$ cat src/rtl/pwlc_pkg.sv
// Shared types and constants of the piecewise-linear curve evaluator.
package pwlc_pkg;

  localparam int VAL_W  = 32;
  localparam int PCNT_W = 7;
  localparam int DIVD_W = 64;
  localparam int DIVS_W = 32;

  typedef enum logic [1:0] {
    CMD_CLEAR = 2'd0,
    CMD_ADD   = 2'd1,
    CMD_BUILD = 2'd2,
    CMD_EVAL  = 2'd3
  } cmd_e;

  localparam logic [1:0] ST_OK      = 2'd0;
  localparam logic [1:0] ST_FULL    = 2'd1;
  localparam logic [1:0] ST_INVALID = 2'd2;

  typedef struct packed {
    logic busy;
    logic done;
  } div_stat_t;

endpackage

$ cat src/rtl/pwlc_div.sv
// Iterative restoring divider, one quotient bit per cycle.
module pwlc_div
  import pwlc_pkg::*;
(
  input  logic              clk_i,
  input  logic              rst_ni,
  input  logic              start_i,
  input  logic [DIVD_W-1:0] dividend_i,
  input  logic [DIVS_W-1:0] divisor_i,
  output logic [DIVD_W-1:0] quotient_o,
  output div_stat_t         stat_o
);

  localparam int CNT_W = $clog2(DIVD_W);

  logic [DIVD_W-1:0] quo_q;
  logic [DIVS_W-1:0] rem_q;
  logic [DIVS_W-1:0] dvs_q;
  logic [CNT_W-1:0]  cnt_q;
  logic              busy_q;
  logic              done_q;
  logic [DIVS_W:0]   rem_sh;
  logic [DIVS_W:0]   rem_sub;
  logic              ge;

  assign rem_sh  = {rem_q, quo_q[DIVD_W-1]};
  assign ge      = rem_sh >= {1'b0, dvs_q};
  assign rem_sub = rem_sh - {1'b0, dvs_q};

  always_ff @(posedge clk_i or negedge rst_ni) begin
    if (!rst_ni) begin
      quo_q  <= '0;
      rem_q  <= '0;
      dvs_q  <= '0;
      cnt_q  <= '0;
      busy_q <= 1'b0;
      done_q <= 1'b0;
    end else if (start_i) begin
      quo_q  <= dividend_i;
      rem_q  <= '0;
      dvs_q  <= divisor_i;
      cnt_q  <= '0;
      busy_q <= 1'b1;
      done_q <= 1'b0;
    end else if (busy_q) begin
      quo_q <= {quo_q[DIVD_W-2:0], ge};
      rem_q <= ge ? rem_sub[DIVS_W-1:0] : rem_sh[DIVS_W-1:0];
      cnt_q <= cnt_q + 1'b1;
      if (cnt_q == CNT_W'(DIVD_W - 1)) begin
        busy_q <= 1'b0;
        done_q <= 1'b1;
      end
    end else begin
      done_q <= 1'b0;
    end
  end

  assign quotient_o  = quo_q;
  assign stat_o.busy = busy_q;
  assign stat_o.done = done_q;

endmodule

$ cat config.mk
export PLATFORM = sky130hd
export DESIGN_NAME = pwlc_div
export DESIGN_NICKNAME = d
export VERILOG_FILES = /design/src/rtl/pwlc_pkg.sv /design/src/rtl/pwlc_div.sv
export SDC_FILE = /design/constraint.sdc
export NUM_CORES = 1
export LEC_CHECK = 0
export BUFFER_PORTS_ARGS = -buffer_cell sky130_fd_sc_hd__buf_2
export CAP_MARGIN = 20
export CORE_MARGIN = 2
export CORE_UTILIZATION = 57
export CTS_BUF_LIST = sky130_fd_sc_hd__clkbuf_4 sky130_fd_sc_hd__clkbuf_8
export DETAILED_ROUTE_END_ITERATION = 12
export PLACE_DENSITY = 0.92
export SLEW_MARGIN = 20
export SYNTH_ARGS = -nofsm -noshare
export SYNTH_HDL_FRONTEND = slang
export SYNTH_SLANG_ARGS = --single-unit
$ cat constraint.sdc
create_clock -name clk_i -period 3.17 [get_ports clk_i]
set_input_delay 0.1585 -clock clk_i [delete_from_list [all_inputs] [get_ports clk_i]]
set_output_delay 0.1585 -clock clk_i [all_outputs]
set_load 0.02 [all_outputs]
### Word-level counts from Yosys, hierarchy flattened

Index checks and enable logic that the tools add are counted.

* add/sub/neg operators: 2
* magnitude comparators: 1
* equality and inequality tests: 2
* mux-type cells: 13
* reduce and logical (&&, ||, !) cells: 1

Operators by type and width (count)
* two-way mux 64 bit: 2
* two-way mux 32 bit: 3
* >= comparator 33 x 32 -> 1 bit: 1
* subtractor 32 bit: 1
* two-way mux 6 bit: 2
* adder 6 x 1 -> 6 bit (second input constant): 1
* == test 6 bit (second input constant): 1
* two-way mux 1 bit: 6
* != test 3 x 2 -> 1 bit (second input constant): 1
* nonzero test 2 bit: 1

* bits in registers: 136
* input bits: 99

### Longest topological paths before layout

* word-level depth: 4
* depth in mapped cells: 14
* depth with buffers taken out: 11

### Worst setup path before layout

OpenSTA, ideal clock, no wires.

* path kind: register to register
* start point: reg quo_q[63], in the netlist quotient_o[63]
* end point: reg rem_q[26]
* period minus slack after synthesis: 2770 ps
* path slack: 400 ps
* cell stages (with the launch flop): 12
* data arrival time: 2674 ps
* cells stage by stage: dfrtp_1 -> inv_1 -> ha_1 -> fa_1 -> nand2b_1 -> a21o_1 -> a211oi_1 -> nand2b_1 -> a211oi_1 -> o21ai_0 -> or3b_1 -> a311oi_2

* cells in the longest elaborated chain, start to end: 4

RTL lines
* start: declaration: RTL line pwlc_div.sv:16 `logic [DIVD_W-1:0] quo_q;`
* start signal: assignment: RTL line pwlc_div.sv:39 `quo_q <= dividend_i;`
* start signal: assignment: RTL line pwlc_div.sv:46 `quo_q <= {quo_q[DIVD_W-2:0], ge};`
* subtractor 32 bit / >= comparator 33 x 32 -> 1 bit (equally long branches): RTL line pwlc_div.sv:28, pwlc_div.sv:27
* two-way mux 32 bit (*): RTL line pwlc_div.sv:47 `rem_q <= ge ? rem_sub[DIVS_W-1:0] : rem_sh[DIVS_W-1:0];`
* two-way mux 32 bit (*): RTL line pwlc_div.sv:45 `end else if (busy_q) begin`
* two-way mux 32 bit (*): RTL line pwlc_div.sv:38 `end else if (start_i) begin`
* end signal: assignment: RTL line pwlc_div.sv:47
* end: declaration: RTL line pwlc_div.sv:17 `logic [DIVS_W-1:0] rem_q;`

Every way passes the cells marked *; elsewhere a longest branch is shown, timed or not. The select of a mux whose other input is x is not followed.
A chain may end at the register's enable or synchronous reset.

### Worst setup path after layout

* start point: reg quo_q[63], in the netlist quotient_o[63]
* end point: reg rem_q[30]

The elaborated chain is that of the path after synthesis.

==> flow_summary.ini <==
[outcome]
status = completed

[synth]
ys.flop_type = dfrtp_1
yosys_warnings = 0
syn_area_mm2 = 0.00801
ys_top_cells_by_area = dfrtp_1 (42%), mux2i_1 (9.6%), o21ai_0 (7.1%)
synth_area_leader_cell = dfrtp_1
synth_top_area_share_pct = 42.5
synthCells = 900
avgSynthCellArea_um2 = 8.90
synth_edf_count = 0
synth_cell_types = 58
ys_seq_area_share_pct = 42.5
postSynth.asyncResetShare_pct = 100
syn_nets = 1033
ys_ff_latch = 136

[clock_network]
clk_pin_slew_ns = 0.09
clock_latency_ns = 0.47
clockBufferDepth = 2
cts-buffers-inserted = 17
clock-sinks = 136
cts_tree = done
root_buffer = clkbuf_8
cts_max_level = 4

[sta]
hold_viol = 0
max-slew-margin-rel_pct = 45.3
finalMaxSlewViolations = 0
timing.fmax_mhz = 333
finalCritPeriodShare_pct = 94.6
worst_pin_slew_ns = 0.821
fin_ws_ns = 0.170
rsz0062_at_grt = false
tns_ns = 0
fin_worst_skew_ns = 0.0162
finalSetupViolCount = 0
min_period_ns = 3.00

[drt]
num_vias = 8030
drt_wl_total_um = 24800
route.detailed.drc = 0
drtPass1Iterations = 7
drt-initial-drc-count = 805
ant_nets = 0
vias_per_cell = 6.04
detail_route.wl_per_cell_um = 18.6

[final_layout]
stdcell_area_mm2 = 0.0103
drive_gt1_share_pct = 19.4
instances_no_fill = 1330
postLayoutCoreUtil_pct = 74.5
area_growth_pct = 28.6
seqCellArea_mm2 = 0.00341
nets = 1269
nFillCells = 878
multi_input_area_mm2 = 0.00420

[placement]
hpwlAfterDp_um = 13900
dp_cells = 1200
dpl_cell_area_mm2 = 0.00894
place_ws_ns = 0.226
gp_congestion = 0.904
io_buffer_count = 164

[power]
power.density_mw_per_mm2 = 666
peakVddDrop_mv = 0.457
cellLeakagePower_uw = 0.00542

[floorplan]
die_h_um = 123
die_x_um = 123
io_pins = 165
core_area_mm2 = 0.0138
dieArea_mm2 = 0.0150
rows = 43
start_util_pct = 58.0

[grt]
grt_pass1_wl_um = 38700
grt_max_degree = 127
groute.usage.overall_pct = 33.2
antenna_found_initial = 1
grt_pass1_vias = 7914
overflow = 0

[worst_setup_path]
required_ns = 3.55
path_max_fanout = 4
crit_type = reg -> reg
worstPathArrival_ns = 3.38
start_kind = register
end_kind = register

[flow_run]
drv_cap = 0

[worst_hold_path]
hold_path.class = in -> reg
layout by cell type, fill, tap and decap left out, types with 7 or more instances in the layout:
cell,count
a21o_1,20
a31oi_1,7
nand3_1,18
nand2_1,141
xor2_1,9
dfrtp_1,135
mux2i_1,77
nand4_1,7
clkbuf_8,20
buf_2,162
buf_4,14
a311oi_1,14
dlygate4sd3_1,97
ha_1,33
nor2_1,58
a211oi_1,21
nand2b_1,10
a21oi_1,42
xnor2_1,15
o21ai_0,114
inv_1,39
registers in the layout, indices dropped and copies added, names as in the netlist:
signal / cells
quotient_o: 64
dvs_q: 32
rem_q: 32
cnt_q: 6
busy_q: 1
done_q: 1
critical path: stages, from the launching register on:
cell and delay [ns]:
dfrtp_1 0.42, inv_1 0.07, ha_1 0.22, fa_1 0.39
nand2b_1 0.20, a21o_1 0.18, a211oi_1 0.32, nand2b_1 0.18
a211oi_1 0.11, nor3_1 0.23, mux2_2 0.36, a211oi_1 0.22
metal layers:
metal	track usage [%]	vias to the layer above	routed length, µm
met4	20.5	0	1480
met2	54.5	475	12200
li1	-	3632	-
met5	0	-	0
met1	40.7	3786	9310
met3	6.18	137	1760
through the flow:
stage                     total power, µW  hold WS [ns]
after global placement               5100         0.276
after global routing                 7250         0.270
after floorplan                      4460        -0.137
after CTS                            6710         0.217
final                                6870         0.231
after detailed placement             5170         0.275
power breakdown:
group	internal (µW)	leakage, µW	switching [µW]
clock network	690	0.000189	758
logic	1330	0.00352	1860
registers	2000	0.00171	229
total	4010	0.00542	2850
cells in the mapped netlist (6+ instances only):
library cell,n
nand2_1,141
nor2b_1,6
a21o_1,20
xor2_1,9
a31oi_1,7
nor3_1,6
a211oi_1,21
dfrtp_1,136
nand3_1,18
a311oi_1,14
and3_1,6
nand2b_1,10
buf_2,7
xnor2_1,15
o21ai_0,114
or3_1,6
mux2i_1,77
clkbuf_1,42
nor2_1,58
ha_1,33
inv_1,39
a21oi_1,42
nand4_1,7
path summary, 6_finish.rpt:
kind / slack [ns] / depth (start not counted) / to / startpoint
setup / recovery: 0.17 / 11 / rem_q[30]$_DFFE_PN0P_ / quotient_o[63]$_DFFE_PN0P_
hold / removal: 0.23 / 3 / quotient_o[25]$_DFFE_PN0P_ / start_i
setup reg to reg: 0.17 / 11 / rem_q[30]$_DFFE_PN0P_ / quotient_o[63]$_DFFE_PN0P_
hold reg to reg: 0.52 / 2 / done_q$_DFFE_PN0P_ / done_q$_DFFE_PN0P_
max in group asynchronous: 2.03 / 3 / cnt_q[4]$_DFFE_PN0P_ / rst_ni
min in group asynchronous: 0.31 / 2 / dvs_q[12]$_DFFE_PN0P_ / rst_ni
repair_timing:
action,in CTS,in global routing
hold endpoints to repair,181,0
hold buffers,97,0
gates resized for setup,0,0
setup buffers,0,0
final cells by class:
type                    count  share of cell area, %
diodes                      1                 0.0243
clock buffers              20                   2.67
clock inverters            12                   1.10
inverters                  41                   1.49
multi-input cells         664                   40.8
flip-flops and latches    136                   33.1
well taps                 180                   2.18
repair buffers            276                   18.7
kinds of logic after synthesis:
logic type | Yosys count | share of synthesized area, %
flops | 136 | 42.5
xor+xnor | 24 | 2.62
fa+ha+maj | 34 | 5.40
buf+inv | 100 | 5.12
simple gates | 272 | 14.9
mux | 79 | 9.90
compound gates | 255 | 19.6
No activity file was read; power rests on OpenSTA's default activity.
